[src/rtl/c8x_pkg.sv]
// ----------------------------------------------------------------------------
// CHIP-8 execute package
// Shared types and constants for the instruction execute block.
// ----------------------------------------------------------------------------
package c8x_pkg;

  localparam logic [1:0] ST_OK    = 2'd0;
  localparam logic [1:0] ST_BAD   = 2'd1;
  localparam logic [1:0] ST_UNDER = 2'd2;
  localparam logic [1:0] ST_OVER  = 2'd3;

  typedef enum logic [3:0] {
    OP_RET, OP_JMP, OP_CALL, OP_SEQI, OP_SNEI, OP_SEQ, OP_SNE, OP_SETI, OP_ADDI,
    OP_ALU, OP_SETIDX, OP_JMPV0, OP_NOP, OP_GETDT, OP_SETDT, OP_SETST
  } op_t;

  typedef enum logic [1:0] {
    CLS_OK, CLS_BAD
  } cls_t;

  typedef struct packed {
    op_t        op;
    cls_t       cls;
    logic [3:0] x;
    logic [3:0] y;
    logic [3:0] n;
    logic [7:0] nn;
    logic [11:0] nnn;
  } dec_t;

endpackage

[src/rtl/c8x_decode.sv]
// ----------------------------------------------------------------------------
// CHIP-8 decode stage
// Accepts instruction beats, classifies them and holds one decoded entry.
// ----------------------------------------------------------------------------
module c8x_decode (
  input  logic              clk,
  input  logic              rst,
  input  logic              instruction_valid,
  output logic              instruction_ready,
  input  logic [15:0]       instruction,
  output logic              dec_valid,
  input  logic              dec_ready,
  output c8x_pkg::dec_t     dec
);

  c8x_pkg::dec_t dec_next;

  assign instruction_ready = !dec_valid || dec_ready;

  always_comb begin
    dec_next.x   = instruction[11:8];
    dec_next.y   = instruction[7:4];
    dec_next.n   = instruction[3:0];
    dec_next.nn  = instruction[7:0];
    dec_next.nnn = instruction[11:0];
    dec_next.cls = c8x_pkg::CLS_OK;
    dec_next.op  = c8x_pkg::OP_NOP;
    case (instruction[15:12])
      4'h0: begin
        dec_next.op = c8x_pkg::OP_RET;
        if (instruction != 16'h00EE) dec_next.cls = c8x_pkg::CLS_BAD;
      end
      4'h1: dec_next.op = c8x_pkg::OP_JMP;
      4'h2: dec_next.op = c8x_pkg::OP_CALL;
      4'h3: dec_next.op = c8x_pkg::OP_SEQI;
      4'h4: dec_next.op = c8x_pkg::OP_SNEI;
      4'h5: dec_next.op = c8x_pkg::OP_SEQ;
      4'h6: dec_next.op = c8x_pkg::OP_SETI;
      4'h7: dec_next.op = c8x_pkg::OP_ADDI;
      4'h8: begin
        dec_next.op = c8x_pkg::OP_ALU;
        if (instruction[3] && instruction[3:0] != 4'hE) dec_next.cls = c8x_pkg::CLS_BAD;
      end
      4'h9: dec_next.op = c8x_pkg::OP_SNE;
      4'hA: dec_next.op = c8x_pkg::OP_SETIDX;
      4'hB: dec_next.op = c8x_pkg::OP_JMPV0;
      4'hD: dec_next.op = c8x_pkg::OP_NOP;
      4'hF: begin
        case (instruction[7:0])
          8'h07:   dec_next.op = c8x_pkg::OP_GETDT;
          8'h15:   dec_next.op = c8x_pkg::OP_SETDT;
          8'h18:   dec_next.op = c8x_pkg::OP_SETST;
          8'h1E:   dec_next.op = c8x_pkg::OP_NOP;
          default: dec_next.cls = c8x_pkg::CLS_BAD;
        endcase
      end
      default: dec_next.cls = c8x_pkg::CLS_BAD;
    endcase
  end

  always_ff @(posedge clk) begin
    if (rst) begin
      dec_valid <= 1'b0;
    end else if (instruction_ready) begin
      dec_valid <= instruction_valid;
    end
    if (instruction_ready && instruction_valid) begin
      dec <= dec_next;
    end
  end

endmodule

[src/rtl/c8x_execute.sv]
// ----------------------------------------------------------------------------
// CHIP-8 execute stage
// Carries out decoded instructions against the architectural state and
// registers one result beat per instruction.
// ----------------------------------------------------------------------------
module c8x_execute #(
  parameter int STACK_DEPTH = 16
) (
  input  logic              clk,
  input  logic              rst,
  input  logic              start_address_we,
  input  logic [11:0]       start_address,
  input  logic              dec_valid,
  output logic              dec_ready,
  input  c8x_pkg::dec_t     dec,
  output logic              result_valid,
  input  logic              result_ready,
  output logic [1:0]        status,
  output logic [11:0]       next_pc,
  output logic              reg_written,
  output logic [3:0]        reg_index,
  output logic [7:0]        reg_value,
  output logic [7:0]        flag_value,
  output logic [11:0]       index_value
);

  localparam int LW = $clog2(STACK_DEPTH + 1);
  localparam int AW = (STACK_DEPTH > 1) ? $clog2(STACK_DEPTH) : 1;

  logic [11:0] pc, pc_next;
  logic [7:0]  vregs [16];
  logic [11:0] ireg, ireg_next;
  logic [11:0] rstack [STACK_DEPTH];
  logic [LW-1:0] level, level_next;
  logic [7:0]  delay, delay_next, sound, sound_next;
  logic [1:0]  st;
  logic        wr, wr_flag, push, fire;
  logic [7:0]  res, flag, vx, vy;
  logic [8:0]  sum;
  logic [11:0] pc2, pc4;
  logic [AW-1:0] top_idx, push_idx;

  assign dec_ready = !result_valid || result_ready;
  assign fire      = dec_valid && dec_ready;
  assign vx        = vregs[dec.x];
  assign vy        = vregs[dec.y];
  assign pc2       = pc + 12'd2;
  assign pc4       = pc + 12'd4;
  assign top_idx   = AW'(level - LW'(1));
  assign push_idx  = AW'(level);

  always_comb begin
    st = c8x_pkg::ST_OK; pc_next = pc2; wr = 1'b0; res = 8'd0;
    wr_flag = 1'b0; flag = 8'd0; push = 1'b0; level_next = level;
    ireg_next = ireg; delay_next = delay; sound_next = sound;
    sum = {1'b0, vx} + {1'b0, vy};
    if (dec.cls == c8x_pkg::CLS_BAD) begin
      st = c8x_pkg::ST_BAD; pc_next = pc;
    end else begin
      case (dec.op)
        c8x_pkg::OP_RET: begin
          if (level == '0) begin
            st = c8x_pkg::ST_UNDER; pc_next = pc;
          end else begin
            level_next = level - LW'(1); pc_next = rstack[top_idx];
          end
        end
        c8x_pkg::OP_JMP: pc_next = dec.nnn;
        c8x_pkg::OP_CALL: begin
          if (level >= LW'(STACK_DEPTH)) begin
            st = c8x_pkg::ST_OVER; pc_next = pc;
          end else begin
            push = 1'b1; level_next = level + LW'(1); pc_next = dec.nnn;
          end
        end
        c8x_pkg::OP_SEQI: pc_next = (vx == dec.nn) ? pc4 : pc2;
        c8x_pkg::OP_SNEI: pc_next = (vx != dec.nn) ? pc4 : pc2;
        c8x_pkg::OP_SEQ:  pc_next = (vx == vy) ? pc4 : pc2;
        c8x_pkg::OP_SNE:  pc_next = (vx != vy) ? pc4 : pc2;
        c8x_pkg::OP_SETI: begin wr = 1'b1; res = dec.nn; end
        c8x_pkg::OP_ADDI: begin wr = 1'b1; res = vx + dec.nn; end
        c8x_pkg::OP_ALU: begin
          wr = 1'b1;
          case (dec.n)
            4'h0: res = vy;
            4'h1: res = vx | vy;
            4'h2: res = vx & vy;
            4'h3: res = vx ^ vy;
            4'h4: begin wr_flag = 1'b1; flag = {7'd0, sum[8]}; res = sum[7:0]; end
            4'h5: begin wr_flag = 1'b1; flag = {7'd0, vx >= vy}; res = vx - vy; end
            4'h6: begin wr_flag = 1'b1; flag = {7'd0, vx[0]}; res = {1'b0, vx[7:1]}; end
            4'h7: begin wr_flag = 1'b1; flag = {7'd0, vy >= vx}; res = vy - vx; end
            default: begin wr_flag = 1'b1; flag = {7'd0, vx[7]}; res = {vx[6:0], 1'b0}; end
          endcase
        end
        c8x_pkg::OP_SETIDX: ireg_next = dec.nnn;
        c8x_pkg::OP_JMPV0:  pc_next = dec.nnn + {4'd0, vregs[0]};
        c8x_pkg::OP_GETDT:  begin wr = 1'b1; res = delay; end
        c8x_pkg::OP_SETDT:  delay_next = vx;
        c8x_pkg::OP_SETST:  sound_next = vx;
        default: ;
      endcase
    end
  end

  always_ff @(posedge clk) begin
    if (rst) begin
      pc <= 12'd512; ireg <= '0; level <= '0; delay <= '0; sound <= '0;
      result_valid <= 1'b0;
      for (int i = 0; i < 16; i++) vregs[i] <= '0;
    end else begin
      if (result_ready) result_valid <= 1'b0;
      if (start_address_we) begin
        pc <= start_address;
      end else if (fire) begin
        pc <= pc_next; ireg <= ireg_next; level <= level_next;
        delay <= delay_next; sound <= sound_next;
        if (wr_flag) vregs[15] <= flag;
        if (wr) vregs[dec.x] <= res;
        result_valid <= 1'b1;
      end
    end
    if (fire) begin
      if (push) rstack[push_idx] <= pc2;
      status      <= st;
      next_pc     <= pc_next;
      reg_written <= wr;
      reg_index   <= wr ? dec.x : 4'd0;
      reg_value   <= res;
      flag_value  <= wr && dec.x == 4'hF ? res : (wr_flag ? flag : vregs[15]);
      index_value <= ireg_next;
    end
  end

endmodule

[src/rtl/chip8_instruction_execute.sv]
// ----------------------------------------------------------------------------
// CHIP-8 instruction execute
// Executes one fetched CHIP-8 instruction per beat and reports its effect.
// ----------------------------------------------------------------------------
// The instruction channel carries one 16-bit instruction word per beat; the
// result channel returns one beat per instruction with status, next pc, the
// register write, VF and I. A decode register classifies each beat and
// a one-entry queue hands it to the execute stage, which updates the state
// and registers the result. It passes the decode register, then the result
// register, and one instruction is taken every cycle while results drain.
// When the receiver stalls, the result register and then the decode entry
// fill before instruction_ready drops. Reset empties both stages, sets pc to
// 512 and clears V0..VF, I, the stack level and both timer values. Writing
// start_address loads pc with the value written.
module chip8_instruction_execute #(
  parameter int STACK_DEPTH = 16
) (
  input  logic        clk,
  input  logic        rst,
  input  logic        start_address_we,
  input  logic [11:0] start_address,
  input  logic        instruction_valid,
  output logic        instruction_ready,
  input  logic [15:0] instruction,
  output logic        result_valid,
  input  logic        result_ready,
  output logic [1:0]  status,
  output logic [11:0] next_pc,
  output logic        reg_written,
  output logic [3:0]  reg_index,
  output logic [7:0]  reg_value,
  output logic [7:0]  flag_value,
  output logic [11:0] index_value
);

  logic          dec_valid, dec_ready;
  c8x_pkg::dec_t dec;

  c8x_decode u_decode (
    .clk, .rst, .instruction_valid, .instruction_ready, .instruction,
    .dec_valid, .dec_ready, .dec
  );

  c8x_execute #(.STACK_DEPTH(STACK_DEPTH)) u_execute (
    .clk, .rst, .start_address_we, .start_address, .dec_valid, .dec_ready,
    .dec, .result_valid, .result_ready, .status, .next_pc, .reg_written,
    .reg_index, .reg_value, .flag_value, .index_value
  );

endmodule
[config.mk]
export PLATFORM = sky130hd
export DESIGN_NAME = chip8_instruction_execute
export DESIGN_NICKNAME = d
export VERILOG_FILES = /design/src/rtl/c8x_pkg.sv /design/src/rtl/c8x_decode.sv /design/src/rtl/c8x_execute.sv /design/src/rtl/chip8_instruction_execute.sv
export SDC_FILE = /design/constraint.sdc
export NUM_CORES = 1
export LEC_CHECK = 0
export ABC_AREA = 0
export BUFFER_PORTS_ARGS = -buffer_cell sky130_fd_sc_hd__buf_4
export CORE_MARGIN = 2
export CORE_UTILIZATION = 55
export CTS_BUF_LIST = sky130_fd_sc_hd__clkbuf_8
export CTS_CLUSTER_DIAMETER = 150
export CTS_CLUSTER_SIZE = 30
export DETAILED_ROUTE_END_ITERATION = 6
export PLACE_DENSITY = 0.72
export SLEW_MARGIN = 15
export SYNTH_ARGS = -nofsm -noshare
export SYNTH_HDL_FRONTEND = slang
export SYNTH_HIERARCHICAL = 1
export SYNTH_SLANG_ARGS = --single-unit
[constraint.sdc]
create_clock -name clk -period 7.9 [get_ports clk]
set_input_delay 0.395 -clock clk [delete_from_list [all_inputs] [get_ports clk]]
set_output_delay 0.395 -clock clk [all_outputs]
set_load 0.005 [all_outputs]
==> qor.yml, run 1 <==
fmax_mhz: 172
initial_core_util_pct: 55.5
gp_congestion: 0.966
synth_top_flop_cell: "edfxtp_1"
worst_slew_pin_slew_ns: 1.17
final_nets: 1927
ys_seq_area_share_pct: 54.4
yosys.area_share.simple_pct: 11.4
synth_area_per_cell_um2: 12.5
ys_warn_count: 6
vdd_drop_max_v: 0.000164
critical_path.endpoint_type: "flip-flop"
cts_buffer_depth: 3
worst_path_most_repeated_cell: "a21oi_1"
timing.rr.end: "u_execute/next_pc[4]"
synthCells: 1804
die_y_um: 207
crit_path_max_fanout: 37
min_to: "u_execute/pc[6]"
synth_cell_types: 88
rows: 74
drt_iter0_drc: 2011
grt_max_degree: 57
reg2reg_from: "u_decode/dec[24]"
cp_data_required_time_ns: 8.30
final_layout_size_suffix_gt1_share_pct: 17.9
remaining_drc_errors: 0
max_slew_margin_pct: 21.9
grt_busiest_layer: "met2"
globalRouteMet1Util_pct: 43.1
antenna_found_initial: 1
startpoint_type: "flip-flop"
synth_compound_area_share_pct: 10.4
setup_violations: 0
yosys_register_bits: 423
coreArea_um2: 40700
critical_path_arrival_ns: 6.23
drt_wl_total_um: 61800
clk_latency_ns: 0.63
htree_levels: 1
synth_mux_area_share_pct: 14.6
fin_crit_ns: 5.83
maxSlewViolCount: 0
hold_viol: 0
clkSlewWorstSetupHoldPaths_ns: 0.17
maxCapViolCount: 0
crit_type: "flip-flop to flip-flop"
drt.antenna.violating_nets: 0
syn_to_final_growth_pct: 7.02
setup_slack_ns: 2.07
io_pins: 82
ff2ff_path_depth: 16
synth_fa_ha_area_share_pct: 3.43
die_area_um2: 42800
grt_usage_pct: 29.0
vias: 15800
postSynth.asyncResetShare_pct: 0
cts.sinks: 423
min_from: "start_address[6]"
cts_tree: "done"
use_met3_pct: 6.39
antennaDiodeCount: 0
hold_path.class: "input port to flip-flop"
pre_cts_ws_ns: 1.70
vias_per_cell: 6.66
clock-skew-final_ns: 0.0527
grt_pass1_wl_um: 92400
r2r_slack_ns: 2.07
grt-ovfl-total: 0
avgRoutedWirePerCell_um: 26.0
power.density_nw_per_um2: 173
die_w_um: 207
fin_crit_sh_pct: 73.8
path_cells: "buf_4 -> mux4_2 -> nor2b_1 -> a211oi_1 -> a21oi_1 -> inv_1 -> ha_1 -> or4_1 -> o21ai_1 -> nand2_1 -> a211oi_1 -> nor2_1 -> a221oi_1 -> nand2_1 -> a21oi_1 -> a21oi_1"
rsz0062_at_grt: "no"
max_stage_delay_ns: 0.62
dpl.hpwl_um: 43300
cts_root_buffer: "clkbuf_8"
synth-edff-count: 384
fin_tns_setup_ns: 0
synth_nets: 1896
cts_buffers: 18
power.leakage_uw: 0.00834
slowest_stage: "or4_1"
globalRouteMet2Util_pct: 43.5
synth-xor-area-share_pct: 1.90
synth_top_family_by_area: "multiplexers"
cp.buffers_inverters: 2
grt_pass1_vias: 14800
numPortBuffers: 81
first_pass_iters: 5
whs_path_depth: 3
cpLargestDelayFamily: "compound AO/OA/AOI/OAI gates"
outcome: "finished, final reports clean"
mappedNetlistArea_um2: 22600
-- Yosys cell counts, types with 10 or more instances --
cell type | number | area (um^2)
edfxtp_1 | 384 | 11500
nor2_1 | 232 | 871
mux4_2 | 125 | 2820
nand2_1 | 124 | 465
a21oi_1 | 111 | 556
clkbuf_1 | 76 | 285
o21ai_0 | 65 | 325
inv_1 | 58 | 218
ha_1 | 54 | 676
dfxtp_1 | 39 | 781
nand2b_1 | 37 | 231
nand3_1 | 32 | 160
nor3_1 | 27 | 135
xnor2_1 | 27 | 236
buf_4 | 24 | 180
buf_2 | 22 | 110
mux2_2 | 19 | 214
mux2i_1 | 19 | 190
a221oi_1 | 18 | 158
and2_1 | 17 | 106
xor2_1 | 17 | 149
a31oi_1 | 16 | 100
nor2b_1 | 15 | 93.8
o21bai_1 | 14 | 105
a211oi_1 | 13 | 97.6
a21o_1 | 11 | 82.6
buf_1 | 10 | 37.5
nand4_1 | 10 | 62.6
o211ai_1 | 10 | 75.1
o22ai_1 | 10 | 62.6
-- cells by family after synthesis --
group / after synthesis
other cells: 1
mux: 166
fa+ha+maj: 59
simple gates: 552
flops: 423
xor+xnor: 46
buf+inv: 199
compound gates: 358
-- registers in the layout (all words and copies together) (netlist names), 2 cells and up --
register / flops
u_decode/dec: 17
u_execute/delay: 8
u_execute/flag_value: 8
u_execute/index_value: 12
u_execute/ireg: 12
u_execute/level: 5
u_execute/next_pc: 12
u_execute/pc: 12
u_execute/reg_index: 4
u_execute/reg_value: 8
u_execute/rstack: 192
u_execute/status: 2
u_execute/vregs: 128
-- cell type report --
type,count,area (um^2)
clock inverter,14,86.3
inverter,62,233
fill,3160,16500
sequential,423,12300
multi-input combinational,1182,9490
clock buffer,18,248
tap,532,666
timing repair buffer,148,1180
-- through the flow --
stage	total power, uW	cell area, um^2	utilization, %	instances	hold slack [ns]
3_5_place_dp	3310	23600	58.0	2325	0.466
3_3_place_gp	3300	23600	58.0	2325	0.457
6_report	4180	24200	59.4	2379	0.0545
2_1_floorplan	3080	22600	-	1804	0.450
5_1_grt	4320	24200	59.4	2379	0.0400
4_1_cts	4170	24200	59.4	2378	0.0181
-- metal layers --
| layer | wire (um) | vias up | part of all wire [%] |
|---|---|---|---|
| met1 | 25600 | 7881 | 42 |
| met3 | 6870 | 109 | 11 |
| li1 | - | 6886 | - |
| met4 | 1770 | 0 | 2.9 |
| met5 | 0 | - | 0 |
| met2 | 27500 | 970 | 45 |
-- worst register-to-register path: stages, from the launching register on --
cell      delay (ns)
edfxtp_1        0.35
buf_4           0.58
mux4_2          0.61
nor2b_1         0.16
a211oi_1        0.51
a21oi_1         0.27
inv_1           0.18
ha_1            0.36
or4_1           0.62
o21ai_1         0.25
nand2_1         0.18
a211oi_1        0.51
nor2_1          0.20
a221oi_1        0.38
nand2_1         0.10
a21oi_1         0.24
a21oi_1         0.10
-- placed cells by master, fill, tap and decap left out, types with 6 or more instances in the layout --
cell type,n
mux2_2,19
a22oi_1,6
clkbuf_8,18
edfxtp_1,384
mux2i_1,19
a211oi_1,13
nor2_1,232
a31oi_1,16
nand3_1,32
o221ai_1,6
nand2_1,124
o21a_1,9
and2_1,17
o22ai_1,10
or2_2,6
o211ai_1,10
dlygate4sd3_1,21
o21bai_1,14
mux4_2,125
nor3b_1,7
xor2_1,16
o2111ai_1,7
nor4_1,9
nor2b_1,15
o21ai_0,65
dfxtp_1,38
buf_4,126
a21o_1,11
ha_1,53
and3_1,9
a211o_1,8
a221oi_1,18
a21oi_1,111
nand4_1,10
nor3_2,7
o21ai_1,7
xnor2_1,23
nor3_1,22
inv_1,69
nand2b_1,37
-- repair_timing --
item,4_1_cts,5_1_grt
buffers inserted,0,0
hold buffers,21,0
resized for setup,0,0
hold endpoints to repair,21,0
-- worst max path at each step --
stage | startpoint | to | slack [ns] | depth (start not counted)
3_5_place_dp | u_decode/dec[28] | u_execute/next_pc[4] | 1.70 | 14
5_1_grt | u_decode/dec[24] | u_execute/next_pc[4] | 1.79 | 16
4_1_cts | u_decode/dec[28] | u_execute/next_pc[4] | 1.67 | 14
6_report | u_decode/dec[24] | u_execute/next_pc[4] | 2.07 | 16
3_3_place_gp | u_decode/dec[28] | u_execute/next_pc[4] | 1.73 | 14
2_1_floorplan | u_decode/dec[29] | u_execute/pc[11] | 2.92 | 18
-- power by group --
group	switching (uW)	internal, uW
sequential	58.8	2500
clock	658	229
combinational	448	286
total	1170	3010
Note: power is estimated with default switching activity, not from simulation.
==> run 2, diff against run 1 <==
PLACE_DENSITY = 0.75   (was 0.72)
clock period = 5.1 ns   (was 7.9 ns; I/O delays follow)
==> run 2 against run 1 <==
Cell count increased by 1.6%. Sequential share of layout area decreased by 0.78 points. Global-route usage decreased by 0.084 points. Total power increased by 56%. Non-clock buffer count increased by 38. Wire length decreased by 0.59%. Combinational power increased by 62%. Highest routed layer unchanged. Setup slack got worse by 1.8 ns. Die area unchanged. Register-to-register slack got worse by 1.8 ns. Sequential power increased by 54%.
==> qor.yml, run 2 (same netlist as run 1, synthesis figures left out) <==
use_met3_pct: 5.71  # was 6.39%
layout_commonest_cell: "edfxtp_1"  # unchanged
remaining_drc_errors: 0  # unchanged
hold_viol: 0  # unchanged
gp_congestion: 1.02  # was 0.966
design_area_um2: 24600  # was 24200 um^2
placed_area_um2: 23900  # was 23600 um^2
die_w_um: 207  # unchanged
fin_crit_sh_pct: 94.5  # was 73.8%
fin_tns_setup_ns: 0  # unchanged
vias_per_cell: 6.61  # was 6.66
globalRouteMet2Util_pct: 42.9  # was 43.5%
grt-ovfl-total: 0  # unchanged
antenna_found_initial: 0  # was 1
reg.largest.list: "u_execute/rstack (192), u_execute/vregs (128), u_decode/dec (17)"  # unchanged
avgRoutedWirePerCell_um: 25.4  # was 26.0 um
combPwrFrac_pct: 18.2  # was 17.6%
vias: 16000  # was 15800
final_layout_size_suffix_gt1_share_pct: 19.0  # was 17.9%
first_pass_iters: 5  # unchanged
final_nets: 1965  # was 1927
io_pins: 82  # unchanged
switching_share_pct: 27.7  # was 27.9%
grt_pass1_wl_um: 92600  # was 92400 um
cts_buffer_depth: 3  # unchanged
setup_violations: 0  # unchanged
syn_to_final_growth_pct: 8.68  # was 7.02%
maxSlewViolCount: 0  # unchanged
initial_core_util_pct: 55.5  # unchanged
cts.sinks: 423  # unchanged
setup_slack_ns: 0.282  # was 2.07 ns
antennaDiodeCount: 0  # unchanged
power.leakage_uw: 0.00851  # was 0.00834 uW
vdd_drop_max_v: 0.000186  # was 0.000164 V
startpoint_type: "flip-flop"  # unchanged
clk_latency_ns: 0.65  # was 0.63 ns
crit_path_max_fanout: 44  # was 37
final_cell_mix: "384 x edfxtp_1, 232 x nor2_1, 151 x buf_4"  # was 384 x edfxtp_1, 232 x nor2_1, 126 x buf_4
drt_iter0_drc: 2134  # was 2011
dpl.hpwl_um: 43200  # was 43300 um
power_frac_clock_pct: 21.0  # was 21.2%
power.density_nw_per_um2: 265  # was 173 nW/um^2
largest_reg_flops: 192  # unchanged
critical_path_arrival_ns: 5.24  # was 6.23 ns
grt_busiest_layer: "met1"  # was met2
cts_buffers: 18  # unchanged
cellInternalPower_uw: 4700  # was 3010 uW
drt_wl_total_um: 61400  # was 61800 um
p_total_uw: 6510  # was 4180 uW
hold_path.class: "input port to flip-flop"  # unchanged
maxCapViolCount: 0  # unchanged
clkSlewWorstSetupHoldPaths_ns: 0.19  # was 0.17 ns
pre_cts_ws_ns: 0.320  # was 1.70 ns
cts_tree: "done"  # unchanged
critical_path.endpoint_type: "flip-flop"  # unchanged
numPortBuffers: 81  # unchanged
max_slew_margin_pct: 19.1  # was 21.9%
grt_usage_pct: 29.0  # about the same
clock-skew-final_ns: 0.0733  # was 0.0527 ns
fin_util_pct: 60.4  # was 59.4%
p_seq_share_pct: 60.7  # was 61.2%
grt_pass1_vias: 15100  # was 14800
globalRouteMet1Util_pct: 43.9  # was 43.1%
rows: 74  # unchanged
htree_levels: 1  # unchanged
worst_slew_pin_slew_ns: 1.21  # was 1.17 ns
rsz0062_at_grt: "no"  # unchanged
num-fill-cells: 3180  # was 3160
fin_crit_ns: 4.82  # was 5.83 ns
coreArea_um2: 40700  # unchanged
top_register: "u_execute/rstack"  # unchanged
outcome: "finished, final reports clean"  # unchanged
fmax_mhz: 208  # was 172 MHz
cp_data_required_time_ns: 5.52  # was 8.30 ns
grt_max_degree: 58  # was 57
die_area_um2: 42800  # unchanged
drt.antenna.violating_nets: 0  # unchanged
die_y_um: 207  # unchanged
cts_root_buffer: "clkbuf_8"  # unchanged
crit_type: "flip-flop to flip-flop"  # unchanged
p_sw_uw: 1800  # was 1170 uW
## run 2: changes by cell type in the layout (fill, tap and decap cells not counted), sizes merged
cell         previous run  this run
clkbuf                 18        19
dlygate4sd3            21        30
clkinv                  2         3
inv                    74        73
buf                   127       155
## run 2: final cells by class
type                       count  area (um^2)  area share [%]
inverter                      62          233           0.946
timing repair buffer         186         1540            6.26
clock inverter                14         91.3           0.371
sequential                   423        12300            50.1
clock buffer                  18          248            1.01
tap                          532          666            2.71
multi-input combinational   1182         9500            38.6
## run 2: path summary, 6_finish.rpt
| kind | to | slack [ns] | startpoint | cells past startpoint |
|---|---|---|---|---|
| worst max-delay path | u_execute/next_pc[4] | 0.28 | u_decode/dec[28] | 14 |
| worst min-delay path | u_decode/dec[37] | 0.07 | instruction[12] | 3 |
| worst max register to register | u_execute/next_pc[4] | 0.28 | u_decode/dec[28] | 14 |
| worst min register to register | u_execute/result_valid | 0.49 | u_decode/dec_valid | 2 |
## run 2: critical path: stages, from the launching register on
cell       delay (ns)
edfxtp_1         0.40
clkbuf_16        0.30
mux4_1           0.61
mux4_2           0.50
inv_1            0.14
ha_1             0.27
or4_1            0.63
o21ai_1          0.24
nand2_1          0.16
a211oi_1         0.37
nor2_1           0.17
a221oi_1         0.37
nand2_1          0.11
a21oi_1          0.19
a21oi_1          0.10
## run 2: metal layers
metal	wire (um)	vias to the layer above	part of all wire [%]
li1	-	6958	-
met1	25900	7932	42
met2	27100	981	44
met3	6740	109	11
met4	1640	0	2.7
met5	0	-	0
## run 2: stage by stage
step	std cells	hold WS, ns
3_3_place_gp	2355	0.451
5_1_grt	2417	0.0673
3_5_place_dp	2355	0.452
6_report	2417	0.0741
4_1_cts	2417	0.0239
2_1_floorplan	1804	0.324
## run 2: power groups by stage
stage               clock, uW  combinational, uW  sequential [uW]
global placement            0               1120             4020
detailed placement          0               1140             4030
CTS                      1400               1160             3950
finish                   1370               1190             3950
floorplan                   0                785             3980
global route             1490               1280             3960
## run 2: timing repair
| item | CTS | global route |
|---|---|---|
| setup buffers | 0 | 0 |
| setup endpoints to repair | 0 | 1 |
| hold buffers | 30 | 0 |
| endpoints found under the hold margin | 30 | 0 |
| resized for setup | 0 | 2 |
==> run 3, diff against run 2 <==
SYNTH_HIERARCHICAL = default   (was 1)
==> run 3 against run 2 <==
Count of clock-buffer cells in the layout rose by 1. Synthesized area fell by 0.43%. Utilization fell by 0.090 points. Wire length fell by 1.7%. Die area fell by 0.42%. Total power rose by 4.3%. Highest routed layer is now met5. Register-to-register slack got worse by 0.06 ns.
==> qor.yml, run 3 <==
drt_iter0_drc: 1918  # was 2134
synth_top_flop_cell: "edfxtp_1"  # unchanged
avgRoutedWirePerCell_um: 25.4  # about the same
p_total_uw: 6790  # was 6510 uW
ys_seq_area_share_pct: 55.4  # was 54.4%
power.leakage_uw: 0.00854  # was 0.00851 uW
slowest_stage: "or4_1"  # unchanged
cts_root_buffer: "clkbuf_8"  # unchanged
max_slew_margin_pct: 25.1  # was 19.1%
gp_congestion: 0.962  # was 1.02
max_stage_delay_ns: 0.62  # was 0.63 ns
numPortBuffers: 81  # unchanged
cp.buffers_inverters: 2  # unchanged
rows: 74  # unchanged
cts_tree: "done"  # unchanged
hold_path.class: "input port to flip-flop"  # unchanged
postSynth.asyncResetShare_pct: 0  # unchanged
dpl.hpwl_um: 42400  # was 43200 um
setup_slack_ns: 0.220  # was 0.282 ns
fin_tns_setup_ns: 0  # unchanged
initial_core_util_pct: 55.4  # was 55.5%
fin_crit_sh_pct: 95.7  # was 94.5%
critical_path_arrival_ns: 5.40  # was 5.24 ns
final_cell_mix: "384 x edfxtp_1, 239 x nor2_1, 142 x buf_4"  # was 384 x edfxtp_1, 232 x nor2_1, 151 x buf_4
vdd_drop_max_v: 0.000226  # was 0.000186 V
die_w_um: 206  # was 207 um
synth-edff-count: 384  # unchanged
vias: 15500  # was 16000
io_pins: 82  # unchanged
synth_top_area_cell: "edfxtp_1"  # unchanged
dpl.cell_count: 2307  # was 2355
regArea_um2: 12500  # was 12300 um^2
clock-skew-final_ns: 0.0404  # was 0.0733 ns
maxSlewViolCount: 0  # unchanged
fmax_mhz: 205  # was 208 MHz
synth_area_per_cell_um2: 12.9  # was 12.5 um^2
synthTopCellsByArea: "edfxtp_1 51%, mux4_2 12%, dfxtp_1 4.2%"  # was edfxtp_1 51%, mux4_2 12%, nor2_1 3.8%
htree_levels: 1  # unchanged
antennaDiodeCount: 0  # unchanged
synth_most_common_cell: "edfxtp_1"  # unchanged
first_pass_iters: 6  # was 5
largest_reg_flops: 192  # unchanged
setup_violations: 0  # unchanged
grt_usage_pct: 28.6  # was 29.0%
layout_commonest_cell: "edfxtp_1"  # unchanged
crit_path_max_fanout: 11  # was 44
grt_pass1_vias: 14800  # was 15100
die_y_um: 206  # was 207 um
worst_path_most_repeated_cell: "mux4_2"
maxCapViolCount: 0  # unchanged
reg.largest.list: "u_execute.rstack (192), u_execute.vregs (128), u_decode.dec (17)"  # was u_execute/rstack (192), u_execute/vregs (128), u_decode/dec (17)
coreArea_um2: 40600  # was 40700 um^2
grt_max_degree: 58  # unchanged
num-fill-cells: 3125  # was 3180
drt_wl_total_um: 60300  # was 61400 um
cts_buffers: 18  # unchanged
syn_to_final_growth_pct: 8.73  # was 8.68%
top_register: "u_execute.rstack"  # was u_execute/rstack
outcome: "finished, final reports clean"  # unchanged
drt.antenna.violating_nets: 0  # unchanged
clk_latency_ns: 0.64  # was 0.65 ns
crit_type: "flip-flop to flip-flop"  # unchanged
path_cells: "buf_4 -> mux4_2 -> mux4_2 -> ha_1 -> or4_1 -> nor4_4 -> inv_1 -> o21ai_0 -> o21ai_1 -> o2111ai_1 -> nand3_1 -> a221oi_1 -> nor3_1"  # was clkbuf_16 -> mux4_1 -> mux4_2 -> inv_1 -> ha_1 -> or4_1 -> o21ai_1 -> nand2_1 -> a211oi_1 -> nor2_1 -> a221oi_1 -> nand2_1 -> a21oi_1 -> a21oi_1
multi_input_area_um2: 9350  # was 9500 um^2
pre_cts_ws_ns: 0.195  # was 0.320 ns
yosys_register_bits: 431  # was 423
clkSlewWorstSetupHoldPaths_ns: 0.18  # was 0.19 ns
grt_pass1_wl_um: 90100  # was 92600 um
vias_per_cell: 6.54  # was 6.61
cts.sinks: 431  # was 423
fin_crit_ns: 4.88  # was 4.82 ns
yosysTopAreaCellShare_pct: 51.2  # was 51.0%
synth_cell_types: 85  # was 88
power.density_nw_per_um2: 277  # was 265 nW/um^2
synthCells: 1747  # was 1804
hold_slack_ns: 0.0391  # was 0.0741 ns
grt-ovfl-total: 0  # unchanged
cpLargestDelayFamily: "simple AND/OR/NAND/NOR gates"  # was compound AO/OA/AOI/OAI gates
ys_warn_count: 0  # was 6
antenna_found_initial: 1  # was 0
mappedNetlistArea_um2: 22500  # was 22600 um^2
worst_slew_pin_slew_ns: 1.12  # was 1.21 ns
startpoint_type: "flip-flop"  # unchanged
die_area_um2: 42600  # was 42800 um^2
synth_nets: 1839  # was 1896
final_layout_size_suffix_gt1_share_pct: 19.1  # was 19.0%
synth.cells.most_frequent: "384 x edfxtp_1, 243 x nor2_1, 124 x mux4_2"  # was 384 x edfxtp_1, 232 x nor2_1, 125 x mux4_2
final_nets: 1919  # was 1965
cp_data_required_time_ns: 5.62  # was 5.52 ns
critical_path.endpoint_type: "flip-flop"  # unchanged
cts_buffer_depth: 3  # unchanged
remaining_drc_errors: 0  # unchanged
hold_viol: 0  # unchanged
layoutNonFillerInstCount: 2371  # was 2417
==> run 3: cell count changes after synthesis, moves of 8 or more <==
| cell | before | now |
|---|---|---|
| nor2_1 | 232 | 243 |
| mux2i_1 | 19 | 29 |
| nor3_1 | 27 | 47 |
| dfxtp_1 | 39 | 47 |
| nand2b_1 | 37 | 26 |
| nand2_1 | 124 | 113 |
| buf_4 | 24 | 7 |
| a21oi_1 | 111 | 72 |
| nor2b_1 | 15 | 23 |
==> run 3: power by group <==
part | leakage, uW | internal (uW) | switching (uW)
sequential | 0.00408 | 3940 | 99.7
combinational | 0.00425 | 550 | 774
clock | 0.000217 | 412 | 1010
total | 0.00854 | 4900 | 1890
==> run 3: area by class of cell <==
type	count	share of cell area, %
Clock buffer	19	1.07
Clock inverter	13	0.357
Inverter	62	0.960
Multi-Input combinational cell	1139	38.1
Sequential cell	431	50.9
Tap cell	532	2.72
Timing Repair Buffer	175	5.82
==> run 3: per-stage QoR <==
stage / area, um^2 / utilization, %
after floorplan: 22500 / -
after global placement: 23800 / 58.6
after detailed placement: 23800 / 58.6
after CTS: 24500 / 60.2
after global routing: 24500 / 60.3
final: 24500 / 60.3
==> run 3: logic make-up (layout without fill, tap and decap cells) <==
logic type | after synthesis | count (layout) | share of synthesized area (%)
compound gates | 304 | 304 | 9.07
xor+xnor | 45 | 45 | 1.87
fa+ha+maj | 59 | 59 | 3.44
buf+inv | 177 | 269 | 3.38
flops | 431 | 431 | 55.4
mux | 185 | 185 | 15.8
simple gates | 546 | 546 | 11.1
==> run 3: final timing paths <==
check	slack, ns	startpoint	cells past startpoint	end
hold reg to reg	0.51	u_execute.ireg[11]	2	u_execute.ireg[11]
setup / recovery	0.22	flip-flop	13	u_execute.pc[10]
hold / removal	0.04	instruction[15]	3	u_decode.dec[37]
setup reg to reg	0.22	flip-flop	13	u_execute.pc[10]
==> run 3: what timing repair did <==
action                                  CTS  global route
setup buffers                             0             2
hold buffers                             30             0
endpoints found under the setup margin    0            36
hold endpoints to repair                 38             0
gates resized for setup                   0             4
==> run 3: routing by layer <==
metal  share of wire [%]  up-vias  GRT usage [%]
met5               0.020        -              0
met4                 3.6        2           9.72
met3                  11      125           5.58
met2                  45      921           43.1
met1                  41     7669           41.7
li1                    -     6798              -
==> run 3: worst min-delay path: stages <==
cell     delay (ns)
buf_4          0.15
a21oi_1        0.06
nor2_1         0.09
